File: config.mk
export PLATFORM = sky130hd
export DESIGN_NAME = call_stack_tracker
export DESIGN_NICKNAME = d
export VERILOG_FILES = /design/src/design/cst_pkg.sv /design/src/design/cst_ram.sv /design/src/design/call_stack_tracker.sv
export SDC_FILE = /design/constraint.sdc
export NUM_CORES = 2
export LEC_CHECK = 0
export BUFFER_PORTS_ARGS = -buffer_cell sky130_fd_sc_hd__clkbuf_2
export CAP_MARGIN = 15
export CORE_AREA = 2 2 368 370
export CTS_CLUSTER_SIZE = 8
export DETAILED_ROUTE_END_ITERATION = 16
export DIE_AREA = 0 0 370 372
export SYNTH_ARGS = -nofsm -noshare
export SYNTH_HDL_FRONTEND = slang
export SYNTH_SLANG_ARGS = --single-unit
File: constraint.sdc
create_clock -name clk_i -period 17.7 [get_ports clk_i]
set_input_delay 1.77 -clock clk_i [delete_from_list [all_inputs] [get_ports clk_i]]
set_output_delay 1.77 -clock clk_i [all_outputs]
set_load 0.005 [all_outputs]
File: src/design/cst_pkg.sv
// Shared types and constants of the call stack tracker.
// Depends on nothing; imported by the tracker, its checker and the testbench.
package cst_pkg;

  localparam int FUNC_ID_W = 16;
  localparam int DEPTH_W   = 7;

  // Instruction decode masks and match values.
  localparam logic [31:0] OPC_JAL_MASK  = 32'h0000_007f;
  localparam logic [31:0] OPC_JAL       = 32'h0000_006f;
  localparam logic [31:0] OPC_JALR_MASK = 32'h0000_707f;
  localparam logic [31:0] OPC_JALR      = 32'h0000_0067;
  localparam logic [31:0] OPC_XRET_MASK = 32'hcfff_ffff;
  localparam logic [31:0] OPC_XRET      = 32'h0020_0073;
  localparam logic [4:0]  REG_ZERO      = 5'd0;
  localparam logic [4:0]  REG_RA        = 5'd1;
  localparam logic [11:0] IMM_ZERO      = 12'd0;

  typedef enum logic [1:0] {
    KIND_REPORT   = 2'd0,
    KIND_UNMAPPED = 2'd1,
    KIND_XRET     = 2'd2
  } kind_e;

  typedef struct packed {
    logic        event_req;
    logic [31:0] pc;
    logic [31:0] opcode;
    logic [63:0] timestamp;
    logic        func_found;
    logic [15:0] func_id;
  } cst_in_t;

  typedef struct packed {
    kind_e       kind;
    logic        last;
    logic [31:0] report_pc;
    logic [63:0] report_time;
    logic [6:0]  depth;
    logic        in_irq;
    logic        stack_empty;
    logic [15:0] top_function;
    logic        top_unmapped;
    logic        overflow;
  } cst_out_t;

  // Context fields of one result.
  typedef struct packed {
    logic [DEPTH_W-1:0]   depth;
    logic                 in_irq;
    logic                 stack_empty;
    logic [FUNC_ID_W-1:0] top_function;
    logic                 top_unmapped;
    logic                 overflow;
  } snap_t;

endpackage

File: src/design/cst_ram.sv
// Generic single write port, single read port RAM with registered read data.
// Depends on nothing.
module cst_ram #(
  parameter int WIDTH = 17,
  parameter int DEPTH = 64
) (
  input  logic                     clk_i,
  input  logic                     we_i,
  input  logic [$clog2(DEPTH)-1:0] waddr_i,
  input  logic [WIDTH-1:0]         wdata_i,
  input  logic                     re_i,
  input  logic [$clog2(DEPTH)-1:0] raddr_i,
  output logic [WIDTH-1:0]         rdata_o
);

  logic [WIDTH-1:0] mem_q [DEPTH];
  logic [WIDTH-1:0] rdata_q;

  always_ff @(posedge clk_i) begin
    if (we_i) begin
      mem_q[waddr_i] <= wdata_i;
    end
    if (re_i) begin
      rdata_q <= mem_q[raddr_i];
    end
  end

  assign rdata_o = rdata_q;

endmodule

File: src/design/call_stack_tracker.sv
// Shadow call stack tracker: top level, frame update and result queue.
// Depends on cst_pkg and cst_ram.
//
//   channel | signals                       | payload
//   --------+-------------------------------+-----------------------------------
//   input   | in_valid_i / in_ready_o       | cst_in_t: event or retired instr
//   output  | out_valid_o / out_ready_i     | cst_out_t: note or stack report
//
// An accepted item waits in the input register until it is handled, and its
// results are then offered from the result register.
// While the output is not stalled, items that cause at most one result are
// sustained at one item per clock; an item with two or three results holds the
// input side until its last result is being taken, as the result register
// hands out one per cycle.
// Reset clears only control state; the frame RAM needs no clearing pass.
// A stalled output holds its result, and one further item waits in the input
// register meanwhile.
module call_stack_tracker import cst_pkg::*; #(
  parameter int FRAME_DEPTH   = 64,
  parameter int CONTEXT_DEPTH = 8,
  parameter int FUNC_ID_BITS  = 16
) (
  input  logic     clk_i,
  input  logic     rst_ni,
  input  logic     in_valid_i,
  output logic     in_ready_o,
  input  cst_in_t  in_data_i,
  output logic     out_valid_o,
  input  logic     out_ready_i,
  output cst_out_t out_data_o
);

  // Stored ids never exceed the width of the incoming func_id field.
  localparam int IdW     = (FUNC_ID_BITS < FUNC_ID_W) ? FUNC_ID_BITS : FUNC_ID_W;
  localparam int FrW     = IdW + 1;
  localparam int AddrW   = $clog2(FRAME_DEPTH);
  localparam int CntW    = $clog2(FRAME_DEPTH + 1);
  localparam int CtxIdxW = $clog2(CONTEXT_DEPTH);
  localparam int CtxCntW = $clog2(CONTEXT_DEPTH + 1);

  localparam logic [1:0] PEND_NONE = 2'd0;
  localparam logic [1:0] PEND_CALL = 2'd1;
  localparam logic [1:0] PEND_IRQ  = 2'd2;

  // Input register.
  logic    in_vld_q, in_vld_d;
  cst_in_t in_q;

  // Tracker state. The top frame is cached in top_q; after a pop the new top
  // is fetched from the RAM and arrives as its read data in the next cycle.
  logic [CntW-1:0]    fc_q, fc_d;
  logic [CtxCntW-1:0] cc_q, cc_d;
  logic [1:0]         pend_q, pend_d;
  logic               ovf_q, ovf_d;
  logic [FrW-1:0]     top_q, top_d;
  logic               fetch_q, fetch_d;
  logic [CntW-1:0]    ctx_base_q [CONTEXT_DEPTH];

  // Result register: one pending bit per result slot, in emission order:
  // unmapped-pc note, stack report, spurious xRET note.
  logic [2:0]  res_q, res_d;
  logic [31:0] res_pc_q;
  logic [63:0] res_time_q;
  snap_t       snap0_q, snap1_q;

  logic [FrW-1:0] ram_rdata;
  logic [FrW-1:0] top_w;
  logic [CntW-1:0] base_w;

  // Decode.
  logic [4:0]  rd, rs1;
  logic [11:0] imm;
  logic        is_jal, is_jalr, is_xret, is_ret, is_call;
  logic [FrW-1:0] frame_in;

  // Frame update and pop.
  logic [CntW-1:0]    depth0, depth1, fc1, fc2, base1;
  logic [CtxCntW-1:0] cc1, cc2;
  logic [FrW-1:0]     top1;
  logic               ovf1, report, spurious, pop;
  logic               wr_c, ctx_wr_c;
  logic [AddrW-1:0]   waddr_c;
  logic [1:0]         pend2;
  logic               space_frame, space_ctx;

  // Handshake.
  logic       proc, is_event, upd;
  logic [2:0] sel, rest;
  logic       res_last;
  snap_t      snap0_c, snap1_c, snap_live, snap_out;

  function automatic snap_t make_snap(logic [CntW-1:0] depth, logic irq,
                                      logic [FrW-1:0] top, logic ovf);
    snap_t s;
    s.depth        = DEPTH_W'(depth);
    s.in_irq       = irq;
    s.stack_empty  = (depth == '0);
    s.top_unmapped = (depth != '0) && top[FrW-1];
    s.top_function = ((depth != '0) && !top[FrW-1]) ? FUNC_ID_W'(top[IdW-1:0]) : '0;
    s.overflow     = ovf;
    return s;
  endfunction

  assign top_w  = fetch_q ? ram_rdata : top_q;
  assign base_w = (cc_q == CtxCntW'(1)) ? '0 : ctx_base_q[CtxIdxW'(cc_q - CtxCntW'(1))];

  assign rd      = in_q.opcode[11:7];
  assign rs1     = in_q.opcode[19:15];
  assign imm     = in_q.opcode[31:20];
  assign is_jal  = (in_q.opcode & OPC_JAL_MASK) == OPC_JAL;
  assign is_jalr = (in_q.opcode & OPC_JALR_MASK) == OPC_JALR;
  assign is_xret = (in_q.opcode & OPC_XRET_MASK) == OPC_XRET;
  assign is_ret  = is_jalr && (rs1 == REG_RA) && (rd == REG_ZERO) && (imm == IMM_ZERO);
  assign is_call = (is_jal || is_jalr) && (rd == REG_RA);

  assign frame_in = in_q.func_found ? {1'b0, in_q.func_id[IdW-1:0]} : {1'b1, IdW'(0)};

  assign depth0      = fc_q - base_w;
  assign space_frame = fc_q < CntW'(FRAME_DEPTH);
  assign space_ctx   = cc_q < CtxCntW'(CONTEXT_DEPTH);

  // Frame update: a pending interrupt opens a context, a pending call or an empty context
  // pushes, otherwise a change of function relabels the top; when full, overflow is set.
  always_comb begin
    fc1      = fc_q;
    cc1      = cc_q;
    base1    = base_w;
    top1     = top_w;
    ovf1     = ovf_q;
    report   = 1'b0;
    wr_c     = 1'b0;
    ctx_wr_c = 1'b0;
    waddr_c  = fc_q[AddrW-1:0];
    unique case (pend_q)
      PEND_IRQ: begin
        report = 1'b1;
        if (space_ctx && space_frame) begin
          ctx_wr_c = 1'b1;
          cc1      = cc_q + CtxCntW'(1);
          base1    = fc_q;
          wr_c     = 1'b1;
          fc1      = fc_q + CntW'(1);
          top1     = frame_in;
        end else begin
          ovf1 = 1'b1;
        end
      end
      PEND_CALL: begin
        report = 1'b1;
        if (space_frame) begin
          wr_c = 1'b1;
          fc1  = fc_q + CntW'(1);
          top1 = frame_in;
        end else begin
          ovf1 = 1'b1;
        end
      end
      default: begin
        if (depth0 == '0) begin
          report = 1'b1;
          if (space_frame) begin
            wr_c = 1'b1;
            fc1  = fc_q + CntW'(1);
            top1 = frame_in;
          end else begin
            ovf1 = 1'b1;
          end
        end else if (top_w != frame_in) begin
          report  = 1'b1;
          wr_c    = 1'b1;
          waddr_c = AddrW'(fc_q - CntW'(1));
          top1    = frame_in;
        end
      end
    endcase
  end

  assign depth1 = fc1 - base1;

  // Pop stage, with xRET ahead of return ahead of call.
  always_comb begin
    fc2      = fc1;
    cc2      = cc1;
    pop      = 1'b0;
    spurious = 1'b0;
    pend2    = PEND_NONE;
    priority if (is_xret) begin
      if (cc1 > CtxCntW'(1)) begin
        fc2 = base1;
        cc2 = cc1 - CtxCntW'(1);
        pop = 1'b1;
      end else begin
        spurious = 1'b1;
        if (depth1 != '0) begin
          fc2 = fc1 - CntW'(1);
          pop = 1'b1;
        end
      end
    end else if (is_ret) begin
      if (depth1 != '0) begin
        fc2 = fc1 - CntW'(1);
        pop = 1'b1;
      end
    end else if (is_call) begin
      pend2 = PEND_CALL;
    end
  end

  // Result slot selection: the lowest pending slot goes out first.
  assign sel[0]   = res_q[0];
  assign sel[1]   = !res_q[0] && res_q[1];
  assign sel[2]   = !res_q[0] && !res_q[1] && res_q[2];
  assign rest     = res_q & ~sel;
  assign res_last = (rest == '0);

  assign is_event   = in_q.event_req;
  assign proc       = in_vld_q && ((res_q == '0) || (out_ready_i && res_last));
  assign upd        = proc && !is_event;
  assign in_ready_o = !in_vld_q || proc;
  assign in_vld_d   = in_ready_o ? in_valid_i : in_vld_q;

  assign snap0_c   = make_snap(depth0, cc_q > CtxCntW'(1), top_w, ovf_q);
  assign snap1_c   = make_snap(depth1, cc1 > CtxCntW'(1), top1, ovf1);
  // The xRET note shows the state left by its own item, which stays put
  // until the note has gone out.
  assign snap_live = make_snap(depth0, cc_q > CtxCntW'(1), top_w, ovf_q);

  always_comb begin
    fc_d    = fc_q;
    cc_d    = cc_q;
    pend_d  = pend_q;
    ovf_d   = ovf_q;
    top_d   = top_w;
    fetch_d = 1'b0;
    res_d   = res_q;
    if (out_valid_o && out_ready_i) begin
      res_d = rest;
    end
    if (proc) begin
      if (is_event) begin
        pend_d = PEND_IRQ;
      end else begin
        fc_d    = fc2;
        cc_d    = cc2;
        pend_d  = pend2;
        ovf_d   = ovf1;
        top_d   = top1;
        fetch_d = pop;
        res_d   = {spurious, report, !in_q.func_found};
      end
    end
  end

  cst_ram #(
    .WIDTH (FrW),
    .DEPTH (FRAME_DEPTH)
  ) u_frame_ram (
    .clk_i   (clk_i),
    .we_i    (upd && wr_c),
    .waddr_i (waddr_c),
    .wdata_i (frame_in),
    .re_i    (upd && pop && (fc2 != '0)),
    .raddr_i (AddrW'(fc2 - CntW'(1))),
    .rdata_o (ram_rdata)
  );

  always_ff @(posedge clk_i or negedge rst_ni) begin
    if (!rst_ni) begin
      in_vld_q <= 1'b0;
      fc_q     <= '0;
      cc_q     <= CtxCntW'(1);
      pend_q   <= PEND_NONE;
      ovf_q    <= 1'b0;
      fetch_q  <= 1'b0;
      res_q    <= '0;
    end else begin
      in_vld_q <= in_vld_d;
      fc_q     <= fc_d;
      cc_q     <= cc_d;
      pend_q   <= pend_d;
      ovf_q    <= ovf_d;
      fetch_q  <= fetch_d;
      res_q    <= res_d;
    end
  end

  always_ff @(posedge clk_i) begin
    if (in_ready_o) begin
      in_q <= in_data_i;
    end
    top_q <= top_d;
    if (upd && ctx_wr_c) begin
      ctx_base_q[CtxIdxW'(cc_q)] <= fc_q;
    end
    if (upd) begin
      res_pc_q   <= in_q.pc;
      res_time_q <= in_q.timestamp;
      snap0_q    <= snap0_c;
      snap1_q    <= snap1_c;
    end
  end

  assign out_valid_o = (res_q != '0);
  assign snap_out    = sel[0] ? snap0_q : (sel[1] ? snap1_q : snap_live);

  always_comb begin
    out_data_o.kind         = sel[0] ? KIND_UNMAPPED : (sel[1] ? KIND_REPORT : KIND_XRET);
    out_data_o.last         = res_last;
    out_data_o.report_pc    = res_pc_q;
    out_data_o.report_time  = res_time_q;
    out_data_o.depth        = snap_out.depth;
    out_data_o.in_irq       = snap_out.in_irq;
    out_data_o.stack_empty  = snap_out.stack_empty;
    out_data_o.top_function = snap_out.top_function;
    out_data_o.top_unmapped = snap_out.top_unmapped;
    out_data_o.overflow     = snap_out.overflow;
  end

endmodule

# ---- Word-level counts from Yosys, hierarchy flattened
# Memory sizes are Yosys's and may differ from the RTL's. A register that Yosys moved wholly into a read port is not among the register bits.
# Index checks and enable logic that the tools add are counted.
# W data, S select, Z words.
dict set report op_classes {
  n_addsub 9
  multipliers 0
  div_mod_pow 0
  order_cmp 4
  n_eq_ne 9
  shifts 0
  n_mux 63
  n_bitwise 3
  n_reduce_logical 42
}
# cell n
set op_table {}
lappend op_table {{$mux W17} 8}
lappend op_table {{$mux W7} 10}
lappend op_table {{$mux W27} 2}
lappend op_table {{$pmux W17 S2} 1}
lappend op_table {{$eq A30 B22 Y1 const B} 1}
lappend op_table {{$mux W1} 25}
lappend op_table {{$reduce_bool A7 Y1} 3}
lappend op_table {{$logic_and A1 B1 Y1} 20}
lappend op_table {{$mux W6} 3}
lappend op_table {{$ne A17 B17 Y1} 1}
lappend op_table {{$mux W16} 1}
lappend op_table {{$mux W4} 4}
lappend op_table {{$logic_not A7 Y1} 2}
lappend op_table {{$pmux W7 S2} 1}
lappend op_table {{$sub A7 B7 Y7} 2}
lappend op_table {{$logic_not A12 Y1} 1}
lappend op_table {{$sub A6 B1 Y6 const B} 2}
lappend op_table {{$eq A10 B7 Y1 const B} 1}
lappend op_table {{$eq A5 B1 Y1 const B} 2}
lappend op_table {{$mux W3} 3}
lappend op_table {{$gt A4 B1 Y1 const B} 2}
lappend op_table {{$add A7 B1 Y7 const B} 1}
lappend op_table {{$eq A7 B7 Y1 const B} 1}
lappend op_table {{$logic_not A1 Y1} 7}
lappend op_table {{20 further kinds} 26}
dict set report word_totals {
  reg_bits 332
  latchBits 0
  ram_bits 1144
  romBits 0
  inputBits 150
  output_inout_bits 128
  mem_count 2
}
# memory depth width read_ports rd_ports_with_merged_regs wr line_no
set mem_list {}
lappend mem_list {u_frame_ram.mem_q 64 17 1 1 1 cst_ram.sv:16} ;# logic [WIDTH-1:0] mem_q [DEPTH];
lappend mem_list {ctx_base_q 8 7 1 0 1 call_stack_tracker.sv:57} ;# logic [CntW-1:0] ctx_base_q [CONTEXT_DEPTH];

# ---- Longest topological paths before layout
# An unclocked memory read counts as a cell.
dict set report depth {
  ltp_word 14
  mapped_depth 44
}

# ---- Cells and area by module
# Synthesis repeated with hierarchy kept, for this count alone.
dict set report hier_totals {
  hier_cells 3195
  hier_area_um2 59204.3
}
# module n_inst cells_per_inst area_per_inst_um2 seq_area_each_um2
set modules_own_cells {}
lappend modules_own_cells {cst_ram 1 1953 42514.5 33181.8}
lappend modules_own_cells {call_stack_tracker 1 1242 16689.8 11387.2}

# ---- Least setup slack after synthesis
# OpenSTA, ideal clock, no wires.
dict set report synth_timing {
  path_kind {input to output}
  from {in out_ready_i}
  to {out in_ready_o}
  arrival_ps 12282
  t_required_ps 15930
  path_slack_ps 3648
  stages 3
  n_path_buf 0
  path_cell_list {inv_1 and2_1 o21ai_0}
}
dict set report synth_between {
  elab_chain_len 4
}
# item line_no
set synth_lines {}
lappend synth_lines {{from (decl)} call_stack_tracker.sv:29} ;# input logic out_ready_i,
lappend synth_lines {{$logic_and A1 B1 Y1} call_stack_tracker.sv:217} ;# assign proc = in_vld_q && ((res_q == '0) || (out_ready_i && res_last));
lappend synth_lines {{$logic_or A1 B1 Y1} call_stack_tracker.sv:217}
lappend synth_lines {{$logic_and A1 B1 Y1} call_stack_tracker.sv:217}
lappend synth_lines {{$logic_or A1 B1 Y1} call_stack_tracker.sv:219} ;# assign in_ready_o = !in_vld_q || proc;
lappend synth_lines {{to (decl)} call_stack_tracker.sv:26} ;# output logic in_ready_o,
# No other way between the ends.

# ---- Worst setup path in the final report
dict set report layout_timing {
  from {reg cc_q[0]}
  to {reg u_frame_ram.rdata_q[3] (netlist: u_frame_ram.rdata_o[3]) (read register of u_frame_ram.mem_q) (data pin)}
}
dict set report layout_between {
  elab_chain_len 14
}
# item line_no
set layout_lines {}
lappend layout_lines {{from (decl)} call_stack_tracker.sv:52} ;# logic [CtxCntW-1:0] cc_q, cc_d;
lappend layout_lines {{from (signal assigned)} call_stack_tracker.sv:271} ;# cc_q <= CtxCntW'(1);
lappend layout_lines {{$sub A3 B1 Y3} call_stack_tracker.sv:105} ;# assign base_w = (cc_q == CtxCntW'(1)) ? '0 : ctx_base_q[CtxIdxW'(cc_q - CtxCntW'(1))];
lappend layout_lines {{$mem_v2 Z8 W7} -}
lappend layout_lines {{$mux W7} call_stack_tracker.sv:105}
lappend layout_lines {{$sub A7 B7 Y7} call_stack_tracker.sv:118} ;# assign depth0 = fc_q - base_w;
lappend layout_lines {{$logic_not A7 Y1} call_stack_tracker.sv:159} ;# if (depth0 == '0) begin
lappend layout_lines {{$mux W7} call_stack_tracker.sv:159}
lappend layout_lines {{$pmux W7 S2} call_stack_tracker.sv:134} ;# unique case (pend_q)
lappend layout_lines {{$sub A7 B7 Y7 *} call_stack_tracker.sv:178} ;# assign depth1 = fc1 - base1;
lappend layout_lines {{net depth1[4]} call_stack_tracker.sv:77} ;# logic [CntW-1:0] depth0, depth1, fc1, fc2, base1;
lappend layout_lines {{$reduce_bool A7 Y1 *} {call_stack_tracker.sv:194, call_stack_tracker.sv:200}}
lappend layout_lines {{parallel branches: the longest is 5 deep, another holds $sub A6 B1 Y6} -}
lappend layout_lines {{to (decl)} cst_ram.sv:17} ;# logic [WIDTH-1:0] rdata_q;
# Mark *: on every way through the listed nets, which the timed path passes.
# A chain may end at the register's enable or synchronous reset.

==> metrics.cfg <==
[status]
status=complete, no violations

[worst_setup_path]
crit_type=reg2reg
crit_slowest_cell=dfstp_2
cpPeakStageDelay_ns=0.90
endpoint_kind=register
critPathRequiredTime_ns=18.21
cp_max_fo=52
start_kind=register
cp.arrival_ns=12.26

[global_route]
grt_pass1_vias=31840
grt-ovfl-total=0
grt_usage_pct=22.31
antenna_found_initial=2
grt_pass1_wl_mm=223.1
grt_max_degree=107

[clock_network]
cts-resized-gates=0
clock_sinks=1493
cts_tree=done
htreeDepth=4
hold_buffers=0
post_cts_buffers=0
worstSkewPairLatency_ns=0.81
path_clk_slew_ns=0.05
clk_path_buf_depth=3
cts-buffers-inserted=205
cts_root_buf=clkbuf_16

[layout]
seqCellArea_mm2=0.04457
n_fill_cell=10670
area_growth_pct=16.16
multi_input_area_mm2=0.01447
drive_gt1_share_pct=28.79
nNetsFinal=3890

[place]
dpl.hpwl_mm=91.07
port_buffers=277
gp_congestion=0.8673
dp_slack_ns=5.997

[yosys]
netlist_area_mm2=0.05993
synth_adder_area_share_pct=0.6054
yosys.area.top_type=edfxtp_1
synthCells=3269
synth.most_common_cell=edfxtp_1
synth.distinct_cells=102
yosysSeqAreaShare_pct=74.36
yosys-top-cells-area=edfxtp_1, mux4_2, nand2_1
synth-seq-cells=1493
synth_compound_area_share_pct=4.136
async_flop_share_pct=1.273
ys.flop_type=edfxtp_1
synth_top_family_by_area=multiplexers
syn_nets=3446
synth_top_area_share_pct=73.00
synth_edf_count=1457
synth_xor_area_share_pct=0.4676
syn_avg_cell_area_um2=18.33
yosys-top-cells-count=edfxtp_1, mux4_2, nand2_1, nor2_1, a21oi_1
synthMuxAreaShare_pct=12.88
synth-simple-area-share_pct=5.707
yosysWarnings=0

[timing]
slew_violations=0
finalClockSkew_ns=0.06140
rsz0062_at_grt=false
finalCritPeriodShare_pct=66.42
max_freq_mhz=85.06
finalCriticalPeriod_ns=11.76
hold_viol=0
setup_slack_ns=5.944
worst_slew_pin_slew_ns=1.172
setup_violations=0
setup_tns_ns=0
slew_headroom_pct=21.55

[pwr]
cellPowerDensity_mw_per_mm2=213.8
combPwrFrac_pct=45.8
clockPowerShare_pct=23.6
total_power_mw=14.88
switching_share_pct=38.07
p_seq_share_pct=30.6
internal_power_mw=9.217
leakage_nw=23.33
p_sw_mw=5.666
irDropWorstVdd_mv=0.2485

[routing]
routedWlPerCell_um=27.63
num_vias=32490
drt_iter0_markers=3391
drc=0
firstDrtPassIters=6
wirelength_mm=153.7
routed_via_density=5.840
ant_nets=0

[die]
ios=278
dieArea_mm2=0.1376
fp.dieW_um=370
start_util_pct=44.63
rows=135
dieHeight_um=372
core_mm2=0.1343

[job]
maxCapViolations=0

[worst_hold_path]
hp-class=reg2reg

-- per-stage QoR --
| stage | instance area (um2) | std cells | hold slack (ns) | util, % |
|---|---|---|---|---|
| floorplan | 59940 | 3269 | 0.4003 | - |
| global placement | 63900 | 5282 | 0.4003 | 47.58 |
| detailed placement | 63900 | 5283 | 0.4045 | 47.59 |
| CTS | 69560 | 5559 | 0.4131 | 51.80 |
| global route | 69620 | 5563 | 0.4136 | 51.84 |
| finish | 69620 | 5564 | 0.4118 | 51.84 |
-- registers in the layout, summed over array words and instances (netlist names) --
| register | flops |
|---|---|
| snap0_q | 27 |
| u_frame_ram.rdata_o | 17 |
| top_q | 17 |
| in_vld_q | 1 |
| fc_q | 7 |
| u_frame_ram.mem_q | 1088 |
| is_event | 1 |
| res_q | 3 |
| res_time_q | 64 |
| snap1_q | 27 |
| ovf_q | 1 |
| pend_q | 2 |
| in_q | 133 |
| imm | 12 |
| fetch_q | 1 |
| res_pc_q | 32 |
| cc_q | 4 |
| ctx_base_q | 56 |
-- cell families (layout without fill, tap and decap cells) --
kind of cell | count (synthesis) | in the layout
buffers and inverters | 233 | 746
DFF | 1493 | 1493
adders and majority gates | 28 | 28
and+or+nand+nor | 696 | 696
AOI/OAI and AO/OA | 377 | 377
muxes | 410 | 410
xor gates and xnor gates | 32 | 32
other | 0 | 1
-- metal layers --
metal  GRT usage (%)  share of wire, %  vias to the layer above
met4           6.395               2.4                        2
li1                -                 -                    13960
met5               0            0.0085                        -
met2           35.48                48                     1317
met1           31.42                43                    16990
met3           4.449               7.5                      219
-- power by group through the flow --
stage	sequential [mW]	combinational (mW)	clock (mW)
3_3_place_gp	4.61	6.85	0
3_5_place_dp	4.62	6.87	0
2_1_floorplan	4.62	4.83	0
5_1_grt	4.58	7.32	3.72
4_1_cts	4.56	6.89	3.58
6_report	4.55	6.82	3.51
-- critical path: cells and delay by family (launching register included) --
kind | cells | cell delay (ns)
DFF | 1 | 0.90
AOI/OAI and AO/OA | 7 | 1.45
buffers and inverters | 6 | 1.54
xor gates and xnor gates | 1 | 0.11
and+or+nand+nor | 11 | 3.13
muxes | 3 | 1.12
adders and majority gates | 6 | 3.06
-- placed cells by master, fill, tap and decap left out, types with 12 or more instances in the layout --
cell type  count
clkbuf_16    206
nor4_2        25
nor4_1        26
inv_2         16
edfxtp_1    1457
and3_1        47
a221oi_1      15
dfrtp_1       16
nor2b_1       15
ha_1          24
mux2i_1       78
nor2_1       145
a32o_1        18
clkbuf_2     277
mux4_2       284
xnor2_1       18
a31oi_1       13
mux2_2        42
a21oi_1      114
inv_1         39
nor3_1        60
xor2_1        12
dfxtp_1       17
o22ai_1       30
o21ai_0      102
nand2_1      263
clkbuf_1      53
nand3_1       19
buf_4        128
nor2_2        29
-- final cells by class --
cell class                 instances  area share (%)
sequential                      1493           64.02
multi-input combinational       1543           20.79
clock buffer                     259           7.690
timing repair buffer             412           3.537
tap                             1781           3.201
clock inverter                    17          0.4349
inverter                          58          0.3235
antenna                            1        0.003594
-- final timing paths --
| check | startpoint | to | slack, ns | cells past startpoint |
|---|---|---|---|---|
| min in group asynchronous | rst_ni | fc_q[1] | 1.00 | 1 |
| setup reg to reg | cc_q[0] | u_frame_ram.rdata_o[3] | 5.94 | 34 |
| setup / recovery | cc_q[0] | u_frame_ram.rdata_o[3] | 5.94 | 34 |
| hold reg to reg | in_q[67] | res_time_q[50] | 0.41 | 0 |
| hold / removal | in_q[67] | res_time_q[50] | 0.41 | 0 |
| max in group asynchronous | rst_ni | fc_q[6] | 16.22 | 1 |
(Power assumes the default switching activity.)
